`src/design/segint_pkg.sv`:
```
// Shared types, widths and helpers for the segment pair intersection block.
`timescale 1ns / 1ps
`default_nettype none

package segint_pkg;

  // Coordinate format
  localparam int unsigned CW        = 32;          // coordinate width
  localparam int unsigned FRAC_BITS = 16;          // fraction bits of a coordinate
  localparam int unsigned DW        = CW + 1;      // difference width
  localparam int unsigned PW        = 2 * DW;      // product width
  localparam int unsigned NW        = PW + 1;      // denominator / numerator width
  localparam int unsigned QW        = DW;          // quotient bits
  localparam int unsigned NUMW      = NW + DW;     // scaled numerator width
  localparam int unsigned TW        = 32;          // tolerance register width

  // Tolerance after reset, about 1e-6 in units of 2^-(2*FRAC_BITS)
  localparam logic [TW-1:0] TOL_RESET = TW'(4295);

  // Queue between the front and back parts
  localparam int unsigned QDEPTH = 8;
  localparam int unsigned QAW    = $clog2(QDEPTH);

  // Front pipeline stages that can hold a request
  localparam int unsigned FSTAGES = 4;
  localparam int unsigned FCW     = $clog2(FSTAGES + 1);

  typedef enum logic [1:0] {
    OUT_HIT      = 2'd0,
    OUT_MISS     = 2'd1,
    OUT_PARALLEL = 2'd2
  } outcome_e;

  typedef struct packed {
    logic [CW-1:0] a_start_x;
    logic [CW-1:0] a_start_y;
    logic [CW-1:0] a_end_x;
    logic [CW-1:0] a_end_y;
    logic [CW-1:0] b_start_x;
    logic [CW-1:0] b_start_y;
    logic [CW-1:0] b_end_x;
    logic [CW-1:0] b_end_y;
  } seg_req_t;

  typedef struct packed {
    logic [1:0]    outcome;
    logic [CW-1:0] cross_x;
    logic [CW-1:0] cross_y;
  } seg_res_t;

  // Classified request handed from the front to the back
  typedef struct packed {
    outcome_e      outcome;
    logic [NW-1:0] ad;     // |denominator|
    logic [NW-1:0] tn;     // sign-corrected t numerator
    logic [CW-1:0] p0x;
    logic [CW-1:0] p0y;
    logic [DW-1:0] dax;
    logic [DW-1:0] day;
  } seg_job_t;

  // Queue status seen by the top level
  typedef struct packed {
    logic [QAW:0] count;
    logic         empty;
  } q_stat_t;

  // Signed difference of two coordinates, one bit wider
  function automatic logic [DW-1:0] sdiff(logic [CW-1:0] a, logic [CW-1:0] b);
    return {a[CW-1], a} - {b[CW-1], b};
  endfunction

  // Magnitude of a signed difference
  function automatic logic [DW-1:0] mag(logic [DW-1:0] v);
    return v[DW-1] ? (~v + DW'(1)) : v;
  endfunction

endpackage

`default_nettype wire

```
`src/design/segint_queue.sv`:
```
// Short request queue between the front and back parts.
`timescale 1ns / 1ps
`default_nettype none

module segint_queue (
  input  wire                   clk_i,
  input  wire                   rst_ni,
  input  wire                   push_i,
  input  segint_pkg::seg_job_t  job_i,
  input  wire                   pop_i,
  output segint_pkg::seg_job_t  head_o,
  output segint_pkg::q_stat_t   stat_o
);
  import segint_pkg::*;

  seg_job_t       mem_q [QDEPTH];
  logic [QAW-1:0] wptr_q, rptr_q;
  logic [QAW:0]   count_q;

  // Store pushed requests
  always_ff @(posedge clk_i) begin
    if (push_i) begin
      mem_q[wptr_q] <= job_i;
    end
  end

  // Advance pointers and count
  always_ff @(posedge clk_i or negedge rst_ni) begin
    if (!rst_ni) begin
      wptr_q  <= '0;
      rptr_q  <= '0;
      count_q <= '0;
    end else begin
      if (push_i) begin
        wptr_q <= wptr_q + QAW'(1);
      end
      if (pop_i) begin
        rptr_q <= rptr_q + QAW'(1);
      end
      count_q <= count_q + (QAW+1)'(push_i) - (QAW+1)'(pop_i);
    end
  end

  assign head_o       = mem_q[rptr_q];
  assign stat_o.count = count_q;
  assign stat_o.empty = (count_q == '0);

endmodule

`default_nettype wire

```
`config.mk`:
```
export PLATFORM = sky130hd
export DESIGN_NAME = segint_queue
export DESIGN_NICKNAME = d
export VERILOG_FILES = /design/src/design/segint_pkg.sv /design/src/design/segint_queue.sv
export SDC_FILE = /design/constraint.sdc
export NUM_CORES = 2
export LEC_CHECK = 0
export ABC_CLOCK_PERIOD_IN_PS = 26300
export BUFFER_PORTS_ARGS = -buffer_cell sky130_fd_sc_hd__buf_4
export CAP_MARGIN = 10
export CORE_UTILIZATION = 35
export CTS_CLUSTER_DIAMETER = 120
export CTS_CLUSTER_SIZE = 16
export DETAILED_ROUTE_END_ITERATION = 16
export PLACE_DENSITY = 0.55
export SLEW_MARGIN = 20
export SYNTH_ARGS = -nofsm -noshare
export SYNTH_HDL_FRONTEND = slang
export SYNTH_SLANG_ARGS = --single-unit
export TNS_END_PERCENT = 50
```
`constraint.sdc`:
```
create_clock -name clk_i -period 26.3 [get_ports clk_i]
set_input_delay 3.945 -clock clk_i [delete_from_list [all_inputs] [get_ports clk_i]]
set_output_delay 3.945 -clock clk_i [all_outputs]
set_load 0.01 [all_outputs]
```
# Word-level counts from Yosys, hierarchy flattened
# Memory sizes are Yosys's and may differ from the RTL's.
# Index checks and enable logic that the tools add are counted.
# word_totals
memories,1
output_inout_bits,271
regBits,10
mem_bits_rw,2128
# op_classes
n_reduce_logical,1
addsub,4
n_mux,2
# mem_list
name,words,width,rd,rd_ports_with_merged_regs,wr,line,source
mem_q,8,266,1,0,1,segint_queue.sv:16,seg_job_t mem_q [QDEPTH];
# ops
op,n
"3-bit by 1-bit adder with 3-bit output, second input constant",2
4-bit by 1-bit adder with 4-bit output,1
4-bit zero test,1
4-bit by 1-bit subtractor with 4-bit output,1
1-bit two-way mux,2

# Depth between registers and ports, before layout
# depth
word_depth,2
ltp_mapped,7
ltp_nobuf,7

# Worst setup path after synthesis
# No wires, ideal clock.
# synth_path
path_kind,input to register
startpoint,input push_i
endpoint,"memory mem_q[0][0] in the netlist's numbering, enable pin"
cell_stages,2
path_buffers,0
arrival_ns,21.927
setup_ns,1.219
setup_slack_ns,3.155
cell_sequence,nand2b_1 -> nor3_1
# synth_via
elab_chain_len,2
# synth_rtl
element,line,source
"start, declared",segint_queue.sv:8,"input wire push_i,"
1-bit two-way mux,segint_queue.sv:22,if (push_i) begin
1-bit two-way mux (implied by the code),segint_queue.sv:23,mem_q[wptr_q] <= job_i;
"end, declared",segint_queue.sv:16,
# Every way passes these cells.

==> parameters.txt <==
Parameter                              Value

Clock network
  TritonCTS Buffers ... 151
  CTS HTree Levels ... 4
  Resized Gates After CTS ... 0
  Post-CTS Hold Buffers ... 0
  CTS root buffer ... sky130_fd_sc_hd__clkbuf_16
  Clk slew on worst S/H paths ... ~70 ps
  Clock tree from TritonCTS ... built
  Latest clock arrival within the worst-skew pair ... 790 ps
  Clock net sink count ... 2138
  Post-CTS setup buffers ... 0
  Number of buffers on the longest clock path ... 3

Pwr
  Power density relative to cell area ... approximately 110 nW/um^2
  Peak supply drop ... 0.08492 mV
  Final Total Pwr ... between 9 and 10 mW
  Pleak ... ~29 nW

STA
  Highest attainable clock frequency ... 104.6 MHz
  Clock period minus final worst setup slack ... 9561 ps
  Post-route fraction of the period consumed by the critical path ... 0.3635
  Final count of negative-setup-slack endpoints ... 0
  Aggregate negative setup slack ... 0 ps
  Worst clock skew on the final layout ... approximately 23 ps
  RSZ-0062 raised after global routing ... false
  Final Slew Violations ... 0
  Final hold vios ... 0
  Worst-case headroom to the max-slew limit ... 0.3025
  Transition at the pin with the smallest max-transition slack ... 1046 ps

Floorplan
  Effective utilization at floorplan ... 0.3527
  Die Outline Area ... roughly 230000 sq um
  Placeable core region ... 227700 sq um
  Die span in y ... 481.1 um
  Top Ports ... 541
  Die width ... 481.1 um
  Core Rows ... 175

Synth
  Cell area after technology mapping ... 80330 sq um
  Number of warnings printed during yosys synthesis ... 0
  Most common cell in the netlist ... sky130_fd_sc_hd__edfxtp_1
  Synthesis-stage register bit count ... 2138
  Dominant cell type by area after synthesis ... sky130_fd_sc_hd__edfxtp_1
  Number of flops mapped to enable cells by yosys ... roughly 2.1k
  Main synth FF type ... sky130_fd_sc_hd__edfxtp_1
  Proportion of synthesized flip-flops having asynchronous set or reset ... 0.004677
  Mean instance size in the synthesized netlist ... around 26 sq um
  Sequential fraction of the synthesis area ... 0.7986
  Proportion of netlist area held by the largest area contributor ... 0.7955
  Mapped Nets ... roughly 3.4k
  Number of distinct standard cells referenced by the synthesized netlist ... 20
  Top cells by area in the synthesized netlist ... sky130_fd_sc_hd__edfxtp_1 80%, sky130_fd_sc_hd__mux4_2 15%, sky130_fd_sc_hd__mux2_2 3.8%
  Cell count after synthesis ... 3126
  Synth top cells by count ... 2128 x sky130_fd_sc_hd__edfxtp_1, 532 x sky130_fd_sc_hd__mux4_2, 268 x sky130_fd_sc_hd__mux2_2, 57 x sky130_fd_sc_hd__clkbuf_1, 41 x sky130_fd_sc_hd__buf_6

Global route
  Number of global-route vias before repair ... 36.34k
  Antenna violations before repair ... 24
  Pin count of the biggest net entering global routing ... around 140
  Global-route usage over all layers ... 0.1505
  Global-route wire length before repair ... 254.4 mm
  Total congestion overflow after global routing ... 0

Critical path
  Worst EP required ... 22350 ps
  Category of the worst setup path launch point ... register
  Largest fanout on the critical path ... 102
  Class of the most critical setup path ... reg -> out
  Arrival time worst endpoint ... 5620 ps
  Worst Setup End Kind ... primary output

Drt
  Wire length per cell after detailed routing ... 25.93 um
  DR DRC count ... 0
  ANT nets after route ... 0
  Iter 0 DRT Violations ... ~2.5k
  Top layer in use ... met5
  Via density ... just over 5
  Number of vias in the routed layout ... 34.33k
  Post-Route M1 WL ... 75.94 mm
  Length of the first detailed-routing pass in iterations ... 5
  Total met3 wirelength after detailed routing ... 10.79 mm
  Routed Wire Length ... 176.3 mm
  Amount of wire on met2 after detailed routing ... about 86 mm

Run
  Number of max-cap violations ... 0

Finish
  Ratio of cells with drive above 1 in the final layout ... 0.4188
  Final Util ... 0.4046
  Synth-to-layout area growth ... 14.71%
  Nets ... 4016

Placement
  Sum of net half-perimeters after detailed placement ... 97.98 mm
  Number of input and output port buffers inserted ... between 500 and 600
  Gpl congestion ... 0.7174

Run status
  Outcome ... complete, no violations

Min path
  Hold/Removal Path Class ... reg -> reg
==> layer usage <==
layer  up-vias  GRT usage
met5         -          0
met4        28    0.03983
met3       223    0.03998
met2       750     0.2415
met1     18720     0.2025
li1      14600          -
==> flip-flops by register name, indices dropped and copies added (netlist names) <==
register  cells
count_q       4
mem_q      2128
rptr_q        3
wptr_q        3
==> critical path: stages (launching register included) <==
cell,delay [ps]
sky130_fd_sc_hd__dfrtp_4,890
sky130_fd_sc_hd__buf_4,640
sky130_fd_sc_hd__buf_4,570
sky130_fd_sc_hd__buf_4,720
sky130_fd_sc_hd__buf_12,630
sky130_fd_sc_hd__mux4_2,610
sky130_fd_sc_hd__mux2_2,280
sky130_fd_sc_hd__buf_4,150
==> final timing paths <==
path                                       start                      end  slack [ps]  cells past startpoint
max                        rptr_q[0]$_DFFE_PN0P_              head_o[108]       16740                      7
min                        wptr_q[1]$_DFFE_PN0P_    wptr_q[1]$_DFFE_PN0P_         570                      1
max reg2reg                wptr_q[1]$_DFFE_PN0P_  mem_q[4][110]$_DFFE_PP_       21990                      5
min reg2reg                wptr_q[1]$_DFFE_PN0P_    wptr_q[1]$_DFFE_PN0P_         570                      1
max in group asynchronous                 rst_ni    rptr_q[0]$_DFFE_PN0P_       23120                      1
min in group asynchronous                 rst_ni    wptr_q[0]$_DFFE_PN0P_        2980                      1
==> per-stage QoR <==
| step | instances | area (sq um) | hold WS [ps] | setup WS (ps) |
|---|---|---|---|---|
| floorplan | 3126 | 80330 | 517.4 | 3155 |
| global placement | 6593 | 87910 | 552.5 | 17350 |
| detailed placement | 6593 | 87910 | 561.5 | 17320 |
| CTS | 6790 | 92100 | 578.0 | 16410 |
| global route | 6797 | 92140 | 616.2 | 16130 |
| finish | 6799 | 92140 | 570.0 | 16740 |
==> cell usage in the layout, fill, tap and decap left out <==
cell type and count:
sky130_fd_sc_hd__buf_12 9, sky130_fd_sc_hd__a21o_1 1, sky130_fd_sc_hd__clkinv_4 1, sky130_fd_sc_hd__nor3_2 2
sky130_fd_sc_hd__mux4_2 532, sky130_fd_sc_hd__nand2_1 4, sky130_fd_sc_hd__fa_1 1, sky130_fd_sc_hd__xor2_1 3
sky130_fd_sc_hd__clkbuf_16 159, sky130_fd_sc_hd__and3_1 1, sky130_fd_sc_hd__clkbuf_1 31, sky130_fd_sc_hd__inv_16 2
sky130_fd_sc_hd__xnor2_1 3, sky130_fd_sc_hd__ha_1 7, sky130_fd_sc_hd__dfrtp_1 7, sky130_fd_sc_hd__inv_6 2
sky130_fd_sc_hd__buf_4 598, sky130_fd_sc_hd__nor2_4 6, sky130_fd_sc_hd__inv_1 8, sky130_fd_sc_hd__nand2b_1 3
sky130_fd_sc_hd__mux2_2 268, sky130_fd_sc_hd__dfrtp_4 3, sky130_fd_sc_hd__edfxtp_1 2128, sky130_fd_sc_hd__diode_2 8
sky130_fd_sc_hd__clkinv_8 2, sky130_fd_sc_hd__a21oi_1 1
==> layout make-up <==
cell class              instances  area [sq um]
clock buffers                 190          4095
flip-flops and latches       2138         64160
fillers                     19870        135600
clock inverters                 7         98.84
diodes                          8         20.02
well taps                    3009          3765
multi-input cells             832         15300
repair buffers                607          4669
inverters                       8         30.03
==> cells by family after synthesis <==
group	share of synthesized area
buffers and inverters	0.01159
multiplexers	0.1867
flip-flops	0.7986
AND/OR/NAND/NOR	0.0009034
AO/OA/AOI/OAI	0.0001557
XOR/XNOR	0.0006543
adder cells (fa/ha/maj)	0.001340
==> report_power, final <==
| group | internal (mW) | total [mW] | switching, mW |
|---|---|---|---|
| Clock | 1.09 | 2.19 | 1.10 |
| Combinational | 1.65 | 3.39 | 1.74 |
| Sequential | 4.27 | 4.40 | 0.134 |
| Total | 7.01 | 9.98 | 2.97 |
Note: power is estimated with default switching activity, not from simulation.
